--- src/sv/refcounted_inode_cache_table_defines.svh ---
// Assertion helpers shared by the RTL. Each macro expects clk and arst_n in scope.
`ifndef REFCOUNTED_INODE_CACHE_TABLE_DEFINES_SVH
`define REFCOUNTED_INODE_CACHE_TABLE_DEFINES_SVH

// Same-cycle implication, disabled while reset is asserted.
`define RICT_ASSERT_IMP(lbl, ante, cons, msg) \
	lbl: assert property (@(posedge clk) disable iff (!arst_n) (ante) |-> (cons)) \
		else $error(msg);

// Next-cycle implication, disabled while reset is asserted.
`define RICT_ASSERT_NXT(lbl, ante, cons, msg) \
	lbl: assert property (@(posedge clk) disable iff (!arst_n) (ante) |=> (cons)) \
		else $error(msg);

`endif

--- src/sv/rict_pkg.sv ---
`default_nettype none

package rict_pkg;

	localparam int KEY_W = 16;
	localparam int CNT_W = 16;
	localparam int EIDX_W = 6;

	typedef logic [1:0] cmd_t;
	typedef logic [2:0] status_t;

	localparam cmd_t CMD_GET  = 2'd0;
	localparam cmd_t CMD_DUP  = 2'd1;
	localparam cmd_t CMD_PUT  = 2'd2;
	localparam cmd_t CMD_NONE = 2'd3;

	localparam status_t ST_HIT         = 3'd0;
	localparam status_t ST_CLAIMED     = 3'd1;
	localparam status_t ST_FULL        = 3'd2;
	localparam status_t ST_NOT_IN_USE  = 3'd3;
	localparam status_t ST_OVERFLOW    = 3'd4;

	localparam logic [CNT_W-1:0] COUNT_MAX = '1;

	// Request as it travels down the row of cells.
	typedef struct packed {
		cmd_t              command;
		logic [KEY_W-1:0]  device;
		logic [KEY_W-1:0]  inode_number;
		logic [EIDX_W-1:0] entry_index;
	} req_t;

	// Partial search result gathered along the row.
	typedef struct packed {
		logic             hit;
		logic             free;
		logic [CNT_W-1:0] refs;
	} scan_t;

	// Update broadcast to the row once the search is complete.
	typedef struct packed {
		logic             we;
		logic             key_we;
		logic [CNT_W-1:0] refs;
		logic [KEY_W-1:0] device;
		logic [KEY_W-1:0] inode_number;
	} commit_t;

endpackage

`default_nettype wire

--- src/sv/rict_cell.sv ---
`default_nettype none

// One table entry plus one stage of the search chain.
module rict_cell #(
	parameter int IDX_W    = 6,
	parameter int CELL_IDX = 0
) (
	input  wire                  clk,
	input  wire                  arst_n,
	input  wire                  v_in,
	input  wire rict_pkg::req_t  req_in,
	input  wire rict_pkg::scan_t scan_in,
	input  wire [IDX_W-1:0]      hit_idx_in,
	input  wire [IDX_W-1:0]      free_idx_in,
	output logic                 v_out,
	output rict_pkg::req_t       req_out,
	output rict_pkg::scan_t      scan_out,
	output logic [IDX_W-1:0]     hit_idx_out,
	output logic [IDX_W-1:0]     free_idx_out,
	input  wire rict_pkg::commit_t commit,
	input  wire [IDX_W-1:0]      commit_idx
);

	localparam logic [IDX_W-1:0] MY_IDX = IDX_W'(CELL_IDX);

	logic [rict_pkg::KEY_W-1:0] dev_q;
	logic [rict_pkg::KEY_W-1:0] ino_q;
	logic [rict_pkg::CNT_W-1:0] refs_q;

	logic            v_s1;
	rict_pkg::req_t  req_s1;
	rict_pkg::scan_t scan_s1;
	logic [IDX_W-1:0] hit_idx_s1;
	logic [IDX_W-1:0] free_idx_s1;

	logic own_hit;
	logic own_free;
	logic sel;

	assign sel = commit.we && (commit_idx == MY_IDX);

	// A get matches on key in a live entry; dup and put match on position.
	always_comb begin
		own_hit  = 1'b0;
		own_free = 1'b0;
		case (req_in.command)
			rict_pkg::CMD_GET: begin
				own_hit  = (refs_q != '0) && (dev_q == req_in.device) &&
					(ino_q == req_in.inode_number);
				own_free = (refs_q == '0);
			end
			rict_pkg::CMD_DUP, rict_pkg::CMD_PUT: begin
				own_hit = (32'(req_in.entry_index) == 32'(CELL_IDX));
			end
			default: begin
				own_hit  = 1'b0;
				own_free = 1'b0;
			end
		endcase
	end

	always_ff @(posedge clk or negedge arst_n) begin
		if (!arst_n) begin
			refs_q <= '0;
			v_s1   <= 1'b0;
		end else begin
			v_s1 <= v_in;
			if (sel) begin
				refs_q <= commit.refs;
			end
		end
	end

	always_ff @(posedge clk) begin
		if (sel && commit.key_we) begin
			dev_q <= commit.device;
			ino_q <= commit.inode_number;
		end
		req_s1       <= req_in;
		scan_s1.hit  <= scan_in.hit | own_hit;
		scan_s1.free <= scan_in.free | own_free;
		if (!scan_in.hit && own_hit) begin
			hit_idx_s1   <= MY_IDX;
			scan_s1.refs <= refs_q;
		end else begin
			hit_idx_s1   <= hit_idx_in;
			scan_s1.refs <= scan_in.refs;
		end
		if (!scan_in.free && own_free) begin
			free_idx_s1 <= MY_IDX;
		end else begin
			free_idx_s1 <= free_idx_in;
		end
	end

	assign v_out        = v_s1;
	assign req_out      = req_s1;
	assign scan_out     = scan_s1;
	assign hit_idx_out  = hit_idx_s1;
	assign free_idx_out = free_idx_s1;

endmodule

`default_nettype wire

--- config.mk ---
export PLATFORM = sky130hd
export DESIGN_NAME = rict_cell
export DESIGN_NICKNAME = d
export VERILOG_FILES = /design/src/sv/refcounted_inode_cache_table_defines.svh /design/src/sv/rict_pkg.sv /design/src/sv/rict_cell.sv
export SDC_FILE = /design/constraint.sdc
export NUM_CORES = 1
export LEC_CHECK = 0
export BUFFER_PORTS_ARGS = -buffer_cell sky130_fd_sc_hd__buf_2
export CORE_AREA = 8 8 132 134
export CTS_BUF_LIST = sky130_fd_sc_hd__clkbuf_16
export DETAILED_ROUTE_END_ITERATION = 7
export DIE_AREA = 0 0 140 142
export PLACE_DENSITY = 0.54
export SLEW_MARGIN = 0
export SYNTH_ARGS = -nofsm -noshare
export SYNTH_HDL_FRONTEND = slang
export SYNTH_SLANG_ARGS = --single-unit
--- constraint.sdc ---
create_clock -name clk -period 1.9 [get_ports clk]
set_input_delay 0.38 -clock clk [delete_from_list [all_inputs] [get_ports clk]]
set_output_delay 0.38 -clock clk [all_outputs]
set_load 0.01 [all_outputs]
==> results of run 1 <==
[cell families after synthesis]
kind of cell,Yosys count
flip-flops,119
AO/OA/AOI/OAI,2
multiplexers,32
buffers and inverters,5
AND/OR/NAND/NOR,40
adder cells (fa/ha/maj),2
XOR/XNOR,32
[per-stage QoR]
| stage | worst slack, ns | cell area (um2) | cells |
|---|---|---|---|
| detailed placement | -0.452 | 5230 | 649 |
| CTS | -0.299 | 5820 | 683 |
| finish | -0.301 | 5890 | 685 |
| floorplan | -0.0812 | 3780 | 232 |
| global placement | -0.415 | 5230 | 649 |
| global route | -0.411 | 5890 | 685 |
[cell usage in the layout (no fill, tap or decap), types with 6 or more instances in the layout]
cell type / instances
buf_2: 199
buf_4: 28
clkbuf_16: 18
dfrtp_1: 17
dfxtp_1: 70
edfxtp_1: 32
mux2_1: 11
mux2_2: 17
nand4_1: 6
nor2b_1: 12
xnor2_1: 25
xor2_1: 7
[power breakdown]
group	switching, mW	internal [mW]	leakage (nW)
Combinational	0.228	0.320	1.34
Sequential	0.0521	2.74	1.10
Clock	1.07	1.96	0.289
[metal layers]
layer	vias up	part of all wire, %	wire length (um)	track usage, %
met5	-	0	0	0
met4	0	1.4	150	4.97
met3	12	7.3	762	5.00
met2	116	50	5220	17.5
met1	1215	42	4380	11.8
li1	1315	-	-	-
[state kept, by name (all words and copies together) (netlist names)]
register / cells
ino_q: 16
v_out: 1
req_out: 40
hit_idx_out: 6
refs_q: 16
scan_out: 18
dev_q: 16
free_idx_out: 6
[what timing repair did]
item                                   in CTS  in global routing
pin swaps                                   2                  4
hold buffers                                1                  0
gates resized for setup                     3                  9
setup buffers                               1                  2
endpoints found under the hold margin      17                  0
setup endpoints to repair                  23                 23
[how the worst max path moves through the flow]
stage                       start                   end  slack (ns)  cells after the start
6_report       dev_q[2]$_DFFE_PP_  scan_out[12]$_DFF_P_       -0.30                      7
5_1_grt        dev_q[8]$_DFFE_PP_   scan_out[2]$_DFF_P_       -0.41                      7
4_1_cts        dev_q[8]$_DFFE_PP_  scan_out[12]$_DFF_P_       -0.30                      7
3_5_place_dp           req_in[24]  scan_out[12]$_DFF_P_       -0.45                      8
3_3_place_gp            req_in[7]   scan_out[9]$_DFF_P_       -0.41                      9
2_1_floorplan          req_in[23]   scan_out[0]$_DFF_P_       -0.08                      7
[area by class of cell]
type / instances / share of cell area [%]
multi-input cells: 108 / 17.1
inverters: 2 / 0.128
repair buffers: 232 / 21.7
clock inverters: 14 / 1.96
well taps: 192 / 4.08
clock buffers: 18 / 7.65
flip-flops and latches: 119 / 47.4
==> results.cfg, run 1 <==
[synthesis]
synth.distinct_cells = 27
async_flop_share_pct = 14.3
synthMuxAreaShare_pct = 9.57
synth_compound_area_share_pct = 0.665
synth_top_area_cell = dfxtp_1
synth-edff-count = 32
synth_top_family_by_area = multiplexers
syn-num-nets = 363
yosysSeqAreaShare_pct = 74.1
synth_xor_area_share_pct = 7.45
synth_seq_cells = 119
ys.flop_type = dfxtp_1
yosys_warnings = 0
syn_inst = 232
syn-mean-instance-area_um2 = 16.2
synth_fa_ha_area_share_pct = 0.665
synth_top_area_share_pct = 37.2
yosys-top-cells-count = dfxtp_1 (70), edfxtp_1 (32), xnor2_1 (25)
synth_area_leaders = dfxtp_1 (37%), edfxtp_1 (26%), dfrtp_1 (11%), xnor2_1 (5.8%), mux2_2 (5.4%)
yosysMostFrequentCell = dfxtp_1
yosys.area_share.simple_pct = 6.78
syn_area_mm2 = 0.00376

[setup_path]
path_delay_family = simple AND/OR/NAND/NOR gates
critPathKind = register to register
worstReg2RegEnd = scan_out[12]$_DFF_P_
start_kind = register
r2r_setup_slack_ns = -0.30
end_kind = register
critical_path_required_ns = 2.19
path_cells = xnor2_1 > nand4_1 > nor4_4 > nand4_4 > a211oi_4 > buf_12 > mux2_1
crit_buf_inv = 1
crit_slowest_cell = edfxtp_1
crit_fanout = 17
r2r-start = dev_q[2]$_DFFE_PP_
ff2ff_path_depth = 7
critical_path_arrival_ns = 2.49
max_stage_delay_ns = 0.40

[place]
port_buffers = 199
hpwlAfterDp_um = 8480
gp_congestion = 0.713

[route]
drt-initial-drc-count = 62
drt-pass1-iter-count = 4
antenna_left = 0
viasPerCell = 3.88
drc = 0
routed_wl_um = 10500
wl_per_cell_um = 15.3
via_count = 2658

[final_layout]
area_growth_pct = 56.4
antenna_cells = 0
regArea_mm2 = 0.00279
utilization_pct = 38.2
fillers = 1528
drive_gt1_share_pct = 58.2
multi_input_area_mm2 = 0.00101
layout.nets = 611

[floorplanning]
fp.dieArea_mm2 = 0.0199
ios = 200
core_mm2 = 0.0154
start_util_pct = 24.4
die-height_um = 142
die-width_um = 140
core.rowCount = 46

[global_route]
antenna_found_initial = 0
grt_max_degree = 33
grt_pass1_wl_um = 16100
grt_pass1_vias = 3040
gr-total-overflow = 0
grtUsageTotal_pct = 10.7

[timing]
min_period_ns = 2.20
hold_slack_ns = 0.0860
slew_headroom_pct = 72.5
tightest_slew_ns = 0.412
final.setup.tns_ns = -5.48
setup_ws_ns = -0.301
rsz0062_at_grt = yes
hold_viol = 0
finClkSkew_ns = 0.00786
drv_slew = 0
fmax_mhz = 454
period_share_pct = 116
setup_viol = 23

[worst_hold_path]
hold-path-endpoint = v_out$_DFF_PN0_
holdCritStartpoint = v_in
min_delay_path_depth = 1
min_path_type = input port to register

[outcome]
status = finished with violations
failed_checks = setup timing

[clocking]
cts_sinks = 119
cts_tree = built
clk_latency_ns = 0.41
h-tree-depth = 4
cts_root_buffer = clkbuf_16
path_clk_slew_ns = 0.05
clock_path_buffers = 2
cts_inserted_buffers = 17

[power]
power.leakage_nw = 2.73
finalPower_mw = 6.38
p_per_area_mw_per_mm2 = 1080
ir_worst_vdd_v = 0.000529

[job]
drv_cap = 0
Power figures use the tool's default switching activity.
==> run 2, diff against run 1 <==
CORE_AREA = 8 8 107 109   (was 8 8 132 134)
DIE_AREA = 0 0 115 117   (was 0 0 140 142)
PLACE_DENSITY = 0.76   (was 0.54)
==> run 2 against run 1 <==
Against the previous run: the run still ends with setup timing left; worst hold slack got worse by 0.0013 ns; non-clock buffer count decreased by 4; routed wire length decreased by 5.0%; global-route usage increased by 4.1 points; clock power decreased by 12%; core utilization increased by 19 points; sequential share of layout area increased by 1.6 points; critical endpoint is now scan_out[9]$_DFF_P_; largest cell class unchanged.
==> results.cfg, run 2 (synthesis gave the netlist of run 1 again) <==
[timing]
period_share_pct = 114
fmax_mhz = 462
rsz0062_at_grt = yes
hold_viol = 0
min_period_ns = 2.17
setup_viol = 22
slew_headroom_pct = 72.3
tightest_slew_ns = 0.409
setup_ws_ns = -0.267
finClkSkew_ns = 0.00821
final.setup.tns_ns = -4.67
drv_slew = 0

[clocking]
clock_path_buffers = 2
cts_inserted_buffers = 17
clk_latency_ns = 0.40
cts_root_buffer = clkbuf_16
path_clk_slew_ns = 0.05
cts_sinks = 119
cts_tree = built
h-tree-depth = 4

[worst_hold_path]
min_path_type = input port to register

[final_layout]
area_growth_pct = 51.3
largest_register_ffs = 40
utilization_pct = 57.5
antenna_cells = 0
fin_area_mm2 = 0.00569
layout.nets = 607
final-instance-count-excl-fill = 625
final_common_cell = buf_2
final_cell_mix = buf_2 (199), dfxtp_1 (70), edfxtp_1 (32)
drive_gt1_share_pct = 56.6

[job]
drv_cap = 0

[setup_path]
start_kind = register
critPathKind = register to register
crit_fanout = 17
critical_path_required_ns = 2.18
critical_path_arrival_ns = 2.45
end_kind = register

[floorplanning]
die-width_um = 115
ios = 200
core.rowCount = 37
core_mm2 = 0.00991
start_util_pct = 38.0
fp.dieArea_mm2 = 0.0135
die-height_um = 117

[outcome]
failed_checks = setup timing
status = finished with violations

[global_route]
grt_max_degree = 33
met1_usage_pct = 13.9
grt_pass1_wl_um = 14800
gr-total-overflow = 0
grt_pass1_vias = 3088
grtUsageTotal_pct = 14.8
met3_usage_pct = 8.26
grt_use_met2_pct = 25.8
antenna_found_initial = 3
grt_most_used_layer = met2

[route]
drt-pass1-iter-count = 4
routed_wl_um = 9980
viasPerCell = 4.37
drc = 0
drt-initial-drc-count = 89
wl_per_cell_um = 16.0
via_count = 2730
antenna_left = 0

[power]
p_per_area_mw_per_mm2 = 1060
ir_worst_vdd_v = 0.000511
power.leakage_nw = 2.68

[place]
gp_congestion = 0.785
port_buffers = 199
hpwlAfterDp_um = 8010
dpl_cell_area_mm2 = 0.00515
placedCellCount = 592
[run 2: per-stage QoR]
step           setup WS [ns]  hold slack [ns]  power (mW)
3_3_place_gp          -0.374            0.319        3.35
5_1_grt               -0.407           0.0633        6.25
2_1_floorplan        -0.0812           0.0844        3.01
4_1_cts               -0.252           0.0676        6.07
6_report              -0.267           0.0847        6.01
3_5_place_dp          -0.419            0.320        3.37
[run 2: timing repair]
action / in CTS / in global routing
setup endpoints to repair: 22 / 22
endpoints found under the hold margin: 17 / 0
hold buffers: 1 / 0
pin swaps: 1 / 0
buffers inserted: 0 / 0
gates cloned: 0 / 0
gates resized for setup: 3 / 1
[run 2: path summary, 6_finish.rpt]
check                                 startpoint                      to  slack, ns  cells past startpoint
min                                         v_in         v_out$_DFF_PN0_       0.08                      1
max                           dev_q[6]$_DFFE_PP_     scan_out[9]$_DFF_P_      -0.27                      7
max reg2reg                   dev_q[6]$_DFFE_PP_     scan_out[9]$_DFF_P_      -0.27                      7
min reg2reg                refs_q[0]$_DFFE_PN0P_     scan_out[0]$_DFF_P_       0.59                      2
min in group asynchronous                 arst_n  refs_q[12]$_DFFE_PN0P_       0.43                      2
max in group asynchronous                 arst_n   refs_q[7]$_DFFE_PN0P_       1.19                      2
[run 2: power by group]
part	internal (mW)	total (mW)	leakage, nW	switching (mW)
clock	1.68	2.69	0.283	1.01
sequential	2.74	2.79	1.10	0.0480
combinational	0.304	0.527	1.30	0.223
[run 2: cell type report]
class                           count  area (um2)
Timing Repair Buffer              228        1240
Multi-Input combinational cell    108         978
Clock inverter                     14        57.6
Inverter                            2        7.51
Fill cell                         851        4210
Sequential cell                   119        2790
Tap cell                          136         170
Clock buffer                       18         450
[run 2: critical path: stages (launching register included)]
cell      delay [ns]
edfxtp_1        0.37
xor2_1          0.16
nor4_2          0.32
and3_1          0.26
nand4_4         0.13
a211oi_4        0.27
buf_12          0.19
mux2_2          0.34
[run 2: metal layers]
| layer | up-vias | routed length [um] |
|---|---|---|
| li1 | 1301 | - |
| met5 | - | 34 |
| met3 | 22 | 1100 |
| met1 | 1277 | 3560 |
| met4 | 6 | 186 |
| met2 | 124 | 5100 |
